**src/sv/lucm_pkg.sv**
```systemverilog
package lucm_pkg;

    // field widths
    localparam int PIX_W  = 12;
    localparam int FIX_W  = 20;
    localparam int COEF_W = 24;
    localparam int NORM_W = 24;
    localparam int FRAC_W = 20;
    localparam int XD_W   = 42;
    localparam int SRC_W  = 21;
    localparam int CFG_W  = 24;

    // image size defaults
    localparam int DEF_IMAGE_WIDTH  = 640;
    localparam int DEF_IMAGE_HEIGHT = 480;

    // register reset values
    localparam logic [FIX_W-1:0] RST_FOCAL_X  = FIX_W'(128000);
    localparam logic [FIX_W-1:0] RST_FOCAL_Y  = FIX_W'(128000);
    localparam logic [FIX_W-1:0] RST_CENTER_X = FIX_W'(81920);
    localparam logic [FIX_W-1:0] RST_CENTER_Y = FIX_W'(61440);

    // pipeline depths
    localparam int DIV_LAT  = NORM_W + 2;
    localparam int POLY_LAT = 8;
    localparam int OUT_LAT  = 4;
    localparam int PIPE_LAT = DIV_LAT + POLY_LAT + OUT_LAT;

    // register indexes
    typedef enum logic [2:0] {
        CFG_FOCAL_X,
        CFG_FOCAL_Y,
        CFG_CENTER_X,
        CFG_CENTER_Y,
        CFG_RADIAL_K1,
        CFG_RADIAL_K2,
        CFG_TAN_P1,
        CFG_TAN_P2
    } t_cfg_idx;

    // distortion coefficients, Q3.20
    typedef struct packed {
        logic signed [COEF_W-1:0] k1;
        logic signed [COEF_W-1:0] k2;
        logic signed [COEF_W-1:0] p1;
        logic signed [COEF_W-1:0] p2;
    } t_coef;

endpackage

```
**src/sv/lucm_out.sv**
```systemverilog
module lucm_out import lucm_pkg::*; #(
    parameter int IMAGE_WIDTH  = DEF_IMAGE_WIDTH,
    parameter int IMAGE_HEIGHT = DEF_IMAGE_HEIGHT
) (
    input  logic                    i_clk,
    input  logic                    i_rst_n,
    input  logic                    i_valid,
    input  logic signed [XD_W-1:0]  i_xd,
    input  logic signed [XD_W-1:0]  i_yd,
    input  logic [FIX_W-1:0]        i_focal_x,
    input  logic [FIX_W-1:0]        i_focal_y,
    input  logic [FIX_W-1:0]        i_center_x,
    input  logic [FIX_W-1:0]        i_center_y,
    output logic                    o_valid,
    output logic signed [SRC_W-1:0] o_src_col,
    output logic signed [SRC_W-1:0] o_src_row,
    output logic                    o_in_bounds
);

    localparam logic signed [43:0] COL_LIM = 44'(IMAGE_WIDTH * 256);
    localparam logic signed [43:0] ROW_LIM = 44'(IMAGE_HEIGHT * 256);
    localparam logic signed [43:0] SRC_MAX = 44'sd1048575;
    localparam logic signed [43:0] SRC_MIN = -44'sd1048576;

    logic [OUT_LAT-1:0] r_vld;

    logic signed [42:0] r1_pxl, r1_pyl;
    logic signed [41:0] r1_pxh, r1_pyh;
    logic signed [62:0] r2_prodx, r2_prody;
    logic signed [43:0] r3_sc, r3_sr;

    // valid bits follow the data
    always_ff @(posedge i_clk) begin
        if (!i_rst_n) begin
            r_vld <= '0;
        end else begin
            r_vld <= {r_vld[OUT_LAT-2:0], i_valid};
        end
    end

    // focal length times coordinate, split in halves
    always_ff @(posedge i_clk) begin
        r1_pxl <= $signed({1'b0, i_focal_x}) * $signed({1'b0, i_xd[20:0]});
        r1_pxh <= $signed({1'b0, i_focal_x}) * $signed(i_xd[41:21]);
        r1_pyl <= $signed({1'b0, i_focal_y}) * $signed({1'b0, i_yd[20:0]});
        r1_pyh <= $signed({1'b0, i_focal_y}) * $signed(i_yd[41:21]);
    end

    // recombine with rounding
    always_ff @(posedge i_clk) begin
        r2_prodx <= (r1_pxh <<< 21) + r1_pxl + 63'sd524288;
        r2_prody <= (r1_pyh <<< 21) + r1_pyl + 63'sd524288;
    end

    // back to pixel units
    always_ff @(posedge i_clk) begin
        r3_sc <= $signed(r2_prodx[62:20]) + $signed({1'b0, i_center_x});
        r3_sr <= $signed(r2_prody[62:20]) + $signed({1'b0, i_center_y});
    end

    // bounds check on the full value, then saturate
    always_ff @(posedge i_clk) begin
        o_in_bounds <= !r3_sc[43] && !r3_sr[43] && (r3_sc < COL_LIM) && (r3_sr < ROW_LIM);
        if (r3_sc > SRC_MAX) begin
            o_src_col <= SRC_MAX[SRC_W-1:0];
        end else if (r3_sc < SRC_MIN) begin
            o_src_col <= SRC_MIN[SRC_W-1:0];
        end else begin
            o_src_col <= r3_sc[SRC_W-1:0];
        end
        if (r3_sr > SRC_MAX) begin
            o_src_row <= SRC_MAX[SRC_W-1:0];
        end else if (r3_sr < SRC_MIN) begin
            o_src_row <= SRC_MIN[SRC_W-1:0];
        end else begin
            o_src_row <= r3_sr[SRC_W-1:0];
        end
    end

    assign o_valid = r_vld[OUT_LAT-1];

endmodule

```
**config.mk**
```make
export PLATFORM = sky130hd
export DESIGN_NAME = lucm_out
export DESIGN_NICKNAME = d
export VERILOG_FILES = /design/src/sv/lucm_pkg.sv /design/src/sv/lucm_out.sv
export SDC_FILE = /design/constraint.sdc
export NUM_CORES = 2
export LEC_CHECK = 0
export ABC_AREA = 1
export BUFFER_PORTS_ARGS = -buffer_cell sky130_fd_sc_hd__buf_2
export CAP_MARGIN = 10
export CORE_AREA = 2 2 393 395
export DETAILED_ROUTE_END_ITERATION = 6
export DIE_AREA = 0 0 395 397
export PLACE_DENSITY = 0.76
export RECOVER_POWER = 25
export SYNTH_ARGS = -nofsm -noshare
export SYNTH_HDL_FRONTEND = slang
export SYNTH_SLANG_ARGS = --single-unit
```
**constraint.sdc**
```tcl
create_clock -name i_clk -period 7.1 [get_ports i_clk]
set_clock_uncertainty 0.1 [all_clocks]
set_input_delay 0.71 -clock i_clk [delete_from_list [all_inputs] [get_ports i_clk]]
set_output_delay 0.71 -clock i_clk [all_outputs]
set_load 0.1 [all_outputs]
```
==> impl_metrics.yaml <==
run_status:
  status: "completed"
place:
  post-dp-hpwl_mm: 182.9
  gp_congestion: 0.9853
  io_buffers: 210
  placed_area_sq_um: 79130
  dp.cells: 12200
clock_tree:
  cts_tree: "yes"
  h-tree-depth: 2
  ctsLongestPathBuffers: 3
  cts-root-buf: "clkbuf_16"
  postCtsSetupBuffers: 0
  cts_resized: 0
  numCtsBuffers: 41
  clkLatencyLatePin_ns: 0.56
  hold_buffers: 0
  cts.sinks: 349
  clkTransAtPathRegs_ns: 0.06
global_route:
  antenna_found_initial: 10
  grt_pass1_vias: 68000
  grt_pass1_wl_mm: 352.4
  overflow: 0
  grt_max_degree: 40
  track_usage_pct: 28.18
drt:
  vias_per_cell: 5.173
  drc_errors: 0
  routed-via-count: 63500
  ant_nets: 0
  drtIter0Drc: 4626
  drt-pass1-iter-count: 6
  totalWireLength_mm: 217.4
  post_drt_wl_per_cell_um: 17.71
timing:
  setup_viol: 0
  tightest_slew_ns: 1.477
  post-route-min-period_ns: 6.651
  period_share_pct: 93.68
  slew_violations: 0
  hold_viol: 0
  tns_ns: 0
  slew_headroom_pct: 1.529
  clock.fmax_ghz: 0.1504
  rsz0062_at_grt: "false"
final_layout:
  area_growth_pct: 6.210
  design_area_sq_um: 80500
  most-common-layout-cells: "2799 x inv_1, 2743 x nand2_1, 1356 x fa_1"
  final_cells: 12280
  layout_commonest_cell: "inv_1"
  final_nets: 12450
  drive_above_1_share_pct: 5.308
yosys:
  synth_seq_cells: 349
  synth_fp_nets: 12450
  synth_cell_type_count: 54
  ys_seq_area_share_pct: 9.218
  synthesis.area_sq_um: 75790
  synthCells: 10190
  yosysTopAreaCellShare_pct: 35.82
  synthArstFlopShare_pct: 0
  avgSynthCellArea_sq_um: 7.435
  synth_edf_count: 0
  synth_area_leader_cell: "fa_1"
  ys_warn_count: 0
  yosys_most_used_dff: "dfxtp_1"
  synthTopCellsByArea: "fa_1 36%, inv_1 14%, nand2_1 14%"
die:
  start_util_pct: 49.55
  ios: 211
  dieArea_sq_um: 156800
  core_area_sq_um: 153000
  rows: 144
  die_y_um: 397
  die_x_um: 395
min_path:
  min_path_type: "primary input to flop"
  whs_path_depth: 3
critical_path:
  cp-endpoint: "r1_pyh[38]"
  required_ns: 7.46
  rr_endpoint: "r3_sc[20]"
  r2r_start: "r2_prodx[20]"
  cp-start-kind: "primary input"
  reg2reg_depth: 12
  crit_arrival_ns: 7.01
  crit_type: "primary input to flop"
  crit_fanout: 21
  critPathLaunch: "i_focal_y[0]"
  rrSetupSlack_ns: 4.32
  cp-end-kind: "flop"
run:
  maxCapViolations: 0
==> worst max-delay path, cell delays in order <==
cell and delay, ns:
clkbuf_1 1.03, or2_2 0.29, fa_1 0.43, fa_1 0.51, fa_1 0.44, fa_1 0.53
fa_1 0.45, fa_1 0.49, fa_1 0.52, inv_1 0.04, ha_1 0.37, nand2_1 0.13
nor2_1 0.18, nand2_1 0.08, inv_1 0.10, nand4_1 0.10, nand3_1 0.14, nand2_1 0.08
nand2_1 0.16, xor2_1 0.23
==> worst min-delay path by stage <==
stage              from        to  slack, ns
3_3_place_gp   r_vld[1]  r_vld[2]       0.29
2_1_floorplan  r_vld[1]  r_vld[2]       0.29
5_1_grt         i_valid  r_vld[0]       0.22
3_5_place_dp   r_vld[0]  r_vld[1]       0.30
4_1_cts         i_valid  r_vld[0]       0.20
6_report        i_valid  r_vld[0]       0.24
==> cells by family (layout without fill, tap and decap cells) <==
logic type      Yosys count  count (layout)  synth area share [%]
simple gates           3724            3724                 19.90
buf+inv                3194            3229                 15.85
fa+ha+maj              2086            2086                 47.87
compound gates          617             617                 4.566
flops                   349             349                 9.218
xor+xnor                224             224                 2.598
other cells               0               3                     0
==> layer usage <==
layer,global-route usage [%],part of all wire [%],vias to the layer above
met5,0,0.012,-
met4,11.65,4.5,4
met3,4.554,8.0,603
met2,48.98,48,2643
met1,34.77,39,30780
li1,-,-,29470
==> synth_stat cells, types with 38 or more instances <==
library cell / count
nor3_1: 51
ha_1: 730
clkbuf_1: 365
inv_1: 2797
xnor2_1: 55
fa_1: 1356
nor2_1: 485
nand3_1: 206
xor2_1: 168
nand2_1: 2737
nand2_2: 38
o21ai_0: 161
a21oi_1: 306
nand4_1: 74
dfxtp_1: 349
==> sequential cells by signal, summed over array words and instances, names as in the netlist <==
name	count
r1_pyh	42
r1_pxl	22
o_in_bounds	1
o_src_row	21
r1_pyl	22
o_src_col	21
r1_pxh	42
r2_prodx	43
r3_sr	44
r2_prody	43
r_vld	4
r3_sc	44
==> cell type report <==
| cell class | instances | area [sq um] |
|---|---|---|
| Clock buffer | 50 | 1120 |
| Fill cell | 14370 | 72470 |
| Multi-Input combinational cell | 6651 | 56720 |
| Inverter | 2816 | 10570 |
| Antenna cell | 3 | 7.507 |
| Sequential cell | 349 | 6987 |
| Tap cell | 2044 | 2557 |
| Timing Repair Buffer | 338 | 2211 |
| Clock inverter | 25 | 324.1 |
==> stage by stage <==
| stage | worst slack (ns) | hold WS [ns] | util, % |
|---|---|---|---|
| floorplan | 0.6823 | 0.2856 | - |
| global placement | 0.09435 | 0.2929 | 51.73 |
| detailed placement | 0.03760 | 0.3030 | 51.73 |
| CTS | 0.6125 | 0.1981 | 52.68 |
| global route | 0.2395 | 0.2232 | 52.62 |
| finish | 0.4491 | 0.2384 | 52.63 |
Power is left out: the tool's default activity adds up to more than one toggle a clock period on the data nets, which glitch-free logic cannot reach.
