$ cat config.mk
export PLATFORM = sky130hd
export DESIGN_NAME = lucm_div
export DESIGN_NICKNAME = d
export VERILOG_FILES = /design/src/sv/lucm_pkg.sv /design/src/sv/lucm_div.sv
export SDC_FILE = /design/constraint.sdc
export NUM_CORES = 2
export LEC_CHECK = 0
export BUFFER_PORTS_ARGS = -buffer_cell sky130_fd_sc_hd__buf_4
export CAP_MARGIN = 20
export CORE_MARGIN = 2
export CORE_UTILIZATION = 54
export CTS_CLUSTER_DIAMETER = 150
export CTS_CLUSTER_SIZE = 20
export DETAILED_ROUTE_END_ITERATION = 7
export GPL_TIMING_DRIVEN = 0
export PLACE_DENSITY = 0.7
export SYNTH_ARGS = -nofsm -noshare
export SYNTH_HDL_FRONTEND = slang
export SYNTH_SLANG_ARGS = --single-unit
$ cat constraint.sdc
create_clock -name i_clk -period 11.3 [get_ports i_clk]
set_input_delay 2.26 -clock i_clk [delete_from_list [all_inputs] [get_ports i_clk]]
set_output_delay 2.26 -clock i_clk [all_outputs]
set_load 0.01 [all_outputs]
$ cat src/sv/lucm_pkg.sv
package lucm_pkg;

    // field widths
    localparam int PIX_W  = 12;
    localparam int FIX_W  = 20;
    localparam int COEF_W = 24;
    localparam int NORM_W = 24;
    localparam int FRAC_W = 20;
    localparam int XD_W   = 42;
    localparam int SRC_W  = 21;
    localparam int CFG_W  = 24;

    // image size defaults
    localparam int DEF_IMAGE_WIDTH  = 640;
    localparam int DEF_IMAGE_HEIGHT = 480;

    // register reset values
    localparam logic [FIX_W-1:0] RST_FOCAL_X  = FIX_W'(128000);
    localparam logic [FIX_W-1:0] RST_FOCAL_Y  = FIX_W'(128000);
    localparam logic [FIX_W-1:0] RST_CENTER_X = FIX_W'(81920);
    localparam logic [FIX_W-1:0] RST_CENTER_Y = FIX_W'(61440);

    // pipeline depths
    localparam int DIV_LAT  = NORM_W + 2;
    localparam int POLY_LAT = 8;
    localparam int OUT_LAT  = 4;
    localparam int PIPE_LAT = DIV_LAT + POLY_LAT + OUT_LAT;

    // register indexes
    typedef enum logic [2:0] {
        CFG_FOCAL_X,
        CFG_FOCAL_Y,
        CFG_CENTER_X,
        CFG_CENTER_Y,
        CFG_RADIAL_K1,
        CFG_RADIAL_K2,
        CFG_TAN_P1,
        CFG_TAN_P2
    } t_cfg_idx;

    // distortion coefficients, Q3.20
    typedef struct packed {
        logic signed [COEF_W-1:0] k1;
        logic signed [COEF_W-1:0] k2;
        logic signed [COEF_W-1:0] p1;
        logic signed [COEF_W-1:0] p2;
    } t_coef;

endpackage

$ cat src/sv/lucm_div.sv
module lucm_div import lucm_pkg::*; (
    input  logic                     i_clk,
    input  logic                     i_rst_n,
    input  logic                     i_valid,
    input  logic [PIX_W-1:0]         i_pix,
    input  logic [FIX_W-1:0]         i_center,
    input  logic [FIX_W-1:0]         i_focal,
    output logic                     o_valid,
    output logic signed [NORM_W-1:0] o_norm
);

    localparam int NUM_W = FIX_W + FRAC_W + 1;
    localparam int HI_W  = NUM_W - NORM_W;
    localparam logic [NORM_W-1:0] POS_MAX = {1'b0, {(NORM_W-1){1'b1}}};
    localparam logic [NORM_W-1:0] NEG_MAX = {1'b1, {(NORM_W-1){1'b0}}};

    logic signed [FIX_W+1:0] offs;
    logic signed [FIX_W+1:0] offs_neg;
    logic [FIX_W-1:0]        mag;
    logic [NUM_W-1:0]        numer;
    logic [FIX_W-1:0]        numer_hi;

    logic [FIX_W-1:0]  r_rem [0:NORM_W];
    logic [NORM_W-1:0] r_num [0:NORM_W];
    logic [NORM_W-1:0] r_q   [0:NORM_W];
    logic              r_neg [0:NORM_W];
    logic              r_ovf [0:NORM_W];
    logic              r_vld [0:NORM_W];
    logic              r_out_vld;

    // offset from the principal point and rounded numerator
    assign offs     = $signed({2'b00, i_pix, 8'h00}) - $signed({2'b00, i_center});
    assign offs_neg = -offs;
    assign mag      = offs[FIX_W+1] ? offs_neg[FIX_W-1:0] : offs[FIX_W-1:0];
    assign numer    = {1'b0, mag, {FRAC_W{1'b0}}}
                    + {{(FRAC_W+2){1'b0}}, i_focal[FIX_W-1:1]};
    assign numer_hi = {{(FIX_W-HI_W){1'b0}}, numer[NUM_W-1:NORM_W]};

    // entry stage
    always_ff @(posedge i_clk) begin
        if (!i_rst_n) begin
            r_vld[0] <= 1'b0;
        end else begin
            r_vld[0] <= i_valid;
        end
        r_rem[0] <= numer_hi;
        r_num[0] <= numer[NORM_W-1:0];
        r_q[0]   <= '0;
        r_neg[0] <= offs[FIX_W+1];
        r_ovf[0] <= numer_hi >= i_focal;
    end

    // one restoring quotient bit per stage
    for (genvar s = 0; s < NORM_W; s++) begin : g_step
        logic [FIX_W:0] trial;
        logic           fits;

        assign trial = {r_rem[s], r_num[s][NORM_W-1]};
        assign fits  = trial >= {1'b0, i_focal};

        always_ff @(posedge i_clk) begin
            if (!i_rst_n) begin
                r_vld[s+1] <= 1'b0;
            end else begin
                r_vld[s+1] <= r_vld[s];
            end
            r_rem[s+1] <= fits ? FIX_W'(trial - {1'b0, i_focal}) : trial[FIX_W-1:0];
            r_num[s+1] <= {r_num[s][NORM_W-2:0], 1'b0};
            r_q[s+1]   <= {r_q[s][NORM_W-2:0], fits};
            r_neg[s+1] <= r_neg[s];
            r_ovf[s+1] <= r_ovf[s];
        end
    end

    // sign and saturation to Q3.20
    always_ff @(posedge i_clk) begin
        if (!i_rst_n) begin
            r_out_vld <= 1'b0;
        end else begin
            r_out_vld <= r_vld[NORM_W];
        end
        if (r_neg[NORM_W]) begin
            if (r_ovf[NORM_W] || r_q[NORM_W] > NEG_MAX) begin
                o_norm <= $signed(NEG_MAX);
            end else begin
                o_norm <= $signed(NORM_W'(~r_q[NORM_W] + 1'b1));
            end
        end else begin
            if (r_ovf[NORM_W] || r_q[NORM_W] > POS_MAX) begin
                o_norm <= $signed(POS_MAX);
            end else begin
                o_norm <= $signed(r_q[NORM_W]);
            end
        end
    end

    assign o_valid = r_out_vld;

endmodule

==> results by group <==
STA
  • Final Hold Vio Count: 0
  • Slew @ Worst Pin: 1.12 ns
  • Max Slew Vio Count: 0
  • Final Skew: 0.0330 ns
  • RSZ-0062 raised after global routing: false
  • Maximum clock rate: 152 MHz
  • Tcrit/Tclk final: 58.3%
  • Final setup fails: 0
  • Setup TNS: 0 ns
  • Crit path time final: 6.59 ns
  • Max_slew headroom: 25.0%

Pwr
  • Worst VDD drop: 181 uV
  • Share of power burned in registers: 35.4%
  • Pwr dens: 325 nW/um^2
  • Sw frac: 38.8%
  • Internal power: 11.2 mW
  • Clock power share: 13.2%
  • Logic gate share of total power: 51.4%
  • Leakage: 24.6 nW
  • Net switching power: 7.11 mW

Synthesis
  • Post-synthesis cell area: 51900 sq um
  • Cell count after synthesis: 5171
  • Yosys top cell area share: 45.2%
  • Syn_nets: 5756
  • Seq cells post-synth: 1171
  • Post-synth EDFFs: 0
  • Sequential area share after synthesis: 45.2%
  • Cell taking the most area after synthesis: dfxtp_1
  • Async SR Flop Fraction: 0%
  • Synth Flop Type: dfxtp_1
  • Synthesized area per cell: 10.0 sq um
  • Yosys warns: 0
  • Cell variety after synth: 82
  • Largest cells by area after synthesis: dfxtp_1, ha_1, mux2_2, xnor2_1, a21oi_1

Final layout
  • Most common cell after layout, fill and taps aside: dfxtp_1
  • Most frequent cells in the layout: dfxtp_1, ha_1, a21oi_1
  • Area grow syn2layout: 8.50%
  • Antenna cells: 0
  • Layout cells sized above 1: 9.38%
  • Design area: 56300 sq um
  • Nets: 5922

Route
  • Residual DRC: 0
  • Post-detailed-route count of antenna-violating nets: 0
  • Avg WL per Cell: 17.6 um
  • Routed wire length: 116 mm
  • 1st-pass router iterations: 6
  • Total number of vias: 37100
  • Initial drt markers: 2210
  • Routed vias/inst: 5.61

Global route
  • First-pass GRT wire length: 185 mm
  • GRT Util Overall: 23.4%
  • Number of global-route vias before repair: 35900
  • Initial antenna violation count: 0
  • Remaining Overflow, GRT: 0
  • Largest net degree at the start of global routing: 29

Floorplanning
  • # IOs: 80
  • Die Wd: 314 um
  • Initial core utilization: 54.6%
  • Row Count: 113
  • Area of the die: 98500 sq um
  • Core region area: 95000 sq um
  • Die H: 314 um

Worst setup path
  • Critical path class: in2reg
  • Crit-path max FO: 25
  • CP Launch Type: primary input
  • Critical Path Sink Type: flop
  • Critical path data required time: 11.83 ns
  • CP arrival: 7.12 ns

Clock network
  • CTS tree: built
  • CTS root buf: clkbuf_16
  • Clock transition at the registers of the reported paths: 0.09 ns
  • Cts bufs inserted: 68
  • Clock tree buffer depth: 3
  • Clk Latency, worst-skew pair: 0.66 ns
  • Hold buffers post-CTS: 0
  • Post-CTS resize count: 0
  • H-tree depth: 3
  • Postcts setup bufs: 0
  • TritonCTS Sinks: 1171

Hold path
  • Worst hold path type: reg2reg

Placed design
  • Dpl hpwl: 85.3 mm
  • GPL Wtd Cong: 0.896
  • Port bufs: 77
  • DP Area: 54400 sq um

Outcome
  • Status: finished clean

Flow run
  • Max Cap Viol: 0
-- synthesized netlist by cell type, types with 10 or more instances --
master,instances
a2111oi_0,13
a211o_1,18
a211oi_1,30
a21boi_0,27
a21o_1,176
a21oi_1,433
a31o_2,10
a31oi_1,40
and2_1,41
and3_1,20
clkbuf_1,64
dfxtp_1,1171
fa_1,23
ha_1,507
inv_1,194
mux2_2,238
mux2i_1,28
nand2_1,282
nand2b_1,78
nand3_1,75
nand4_1,62
nor2_1,369
nor2b_1,74
nor3_1,109
nor4_1,17
o211ai_1,15
o21a_1,62
o21ai_0,291
o21bai_1,38
o311ai_1,12
o31ai_1,36
o41ai_1,11
or2_2,30
or3_1,31
or4_1,12
xnor2_1,254
xor2_1,140
-- sequential cells by signal, indices dropped and copies added (netlist names) --
name,count
r_num,295
o_valid,1
r_neg,25
r_vld,25
o_norm,24
r_q,300
r_rem,476
r_ovf,25
-- critical path: stages --
cell	delay (ns)
buf_4	0.60
inv_2	0.31
buf_12	0.28
ha_1	0.34
nor2b_1	0.14
o21a_1	0.19
o21ai_0	0.26
nor3b_1	0.35
o31ai_1	0.21
a311oi_1	0.75
o211ai_1	0.21
a21o_1	0.25
o32ai_1	0.15
buf_2	0.33
mux2_2	0.42
-- power groups by stage --
stage	sequential, mW	clock [mW]	combinational (mW)
6_report	6.48	2.42	9.41
5_1_grt	6.62	2.65	10.5
4_1_cts	6.48	2.51	9.36
3_5_place_dp	6.57	0	9.28
3_3_place_gp	6.55	0	9.11
2_1_floorplan	6.25	0	7.37
-- logic make-up after synthesis --
family / after synthesis / share of synthesized area (%)
AOI/OAI and AO/OA: 1295 / 15.6
and+or+nand+nor: 1239 / 11.6
DFF: 1171 / 45.2
adders and majority gates: 530 / 13.1
xor gates and xnor gates: 394 / 6.66
buffers and inverters: 276 / 2.05
muxes: 266 / 5.71
-- metal layers --
| metal | track usage [%] | wire length (um) |
|---|---|---|
| met1 | 29.8 | 51700 |
| met2 | 40.6 | 55000 |
| met3 | 2.88 | 5260 |
| met4 | 8.71 | 4410 |
| met5 | 0 | 0 |
-- metrics by stage --
step                util [%]  hold WS, ns  instances  worst slack (ns)  power, mW
CTS                     59.2        0.312       6608              4.73       18.4
finish                  59.2        0.316       6608              4.71       18.3
global placement        56.8        0.310       6513              3.13       15.7
floorplan                  -        0.310       5171              5.30       13.6
global route            59.2        0.322       6608              4.41       19.8
detailed placement      57.2        0.312       6532              4.08       15.8
-- layout make-up --
| cell class | instances | area (sq um) |
|---|---|---|
| multi-input combinational | 3724 | 27300 |
| tap | 1265 | 1580 |
| clock inverter | 8 | 166 |
| buffer | 81 | 330 |
| inverter | 195 | 732 |
| fill | 8213 | 38800 |
| sequential | 1171 | 23400 |
| clock buffer | 68 | 1700 |
| timing repair buffer | 96 | 958 |
-- final timing paths --
path,start,end,slack (ns),cells after the start
min,r_num[1][41],r_num[1][66],0.32,0
min reg2reg,r_num[1][41],r_num[1][66],0.32,0
max,i_focal[1],r_rem[0][153],4.71,15
max reg2reg,r_rem[2][0],r_rem[2][33],7.29,12
Note: power is estimated with default switching activity, not from simulation.
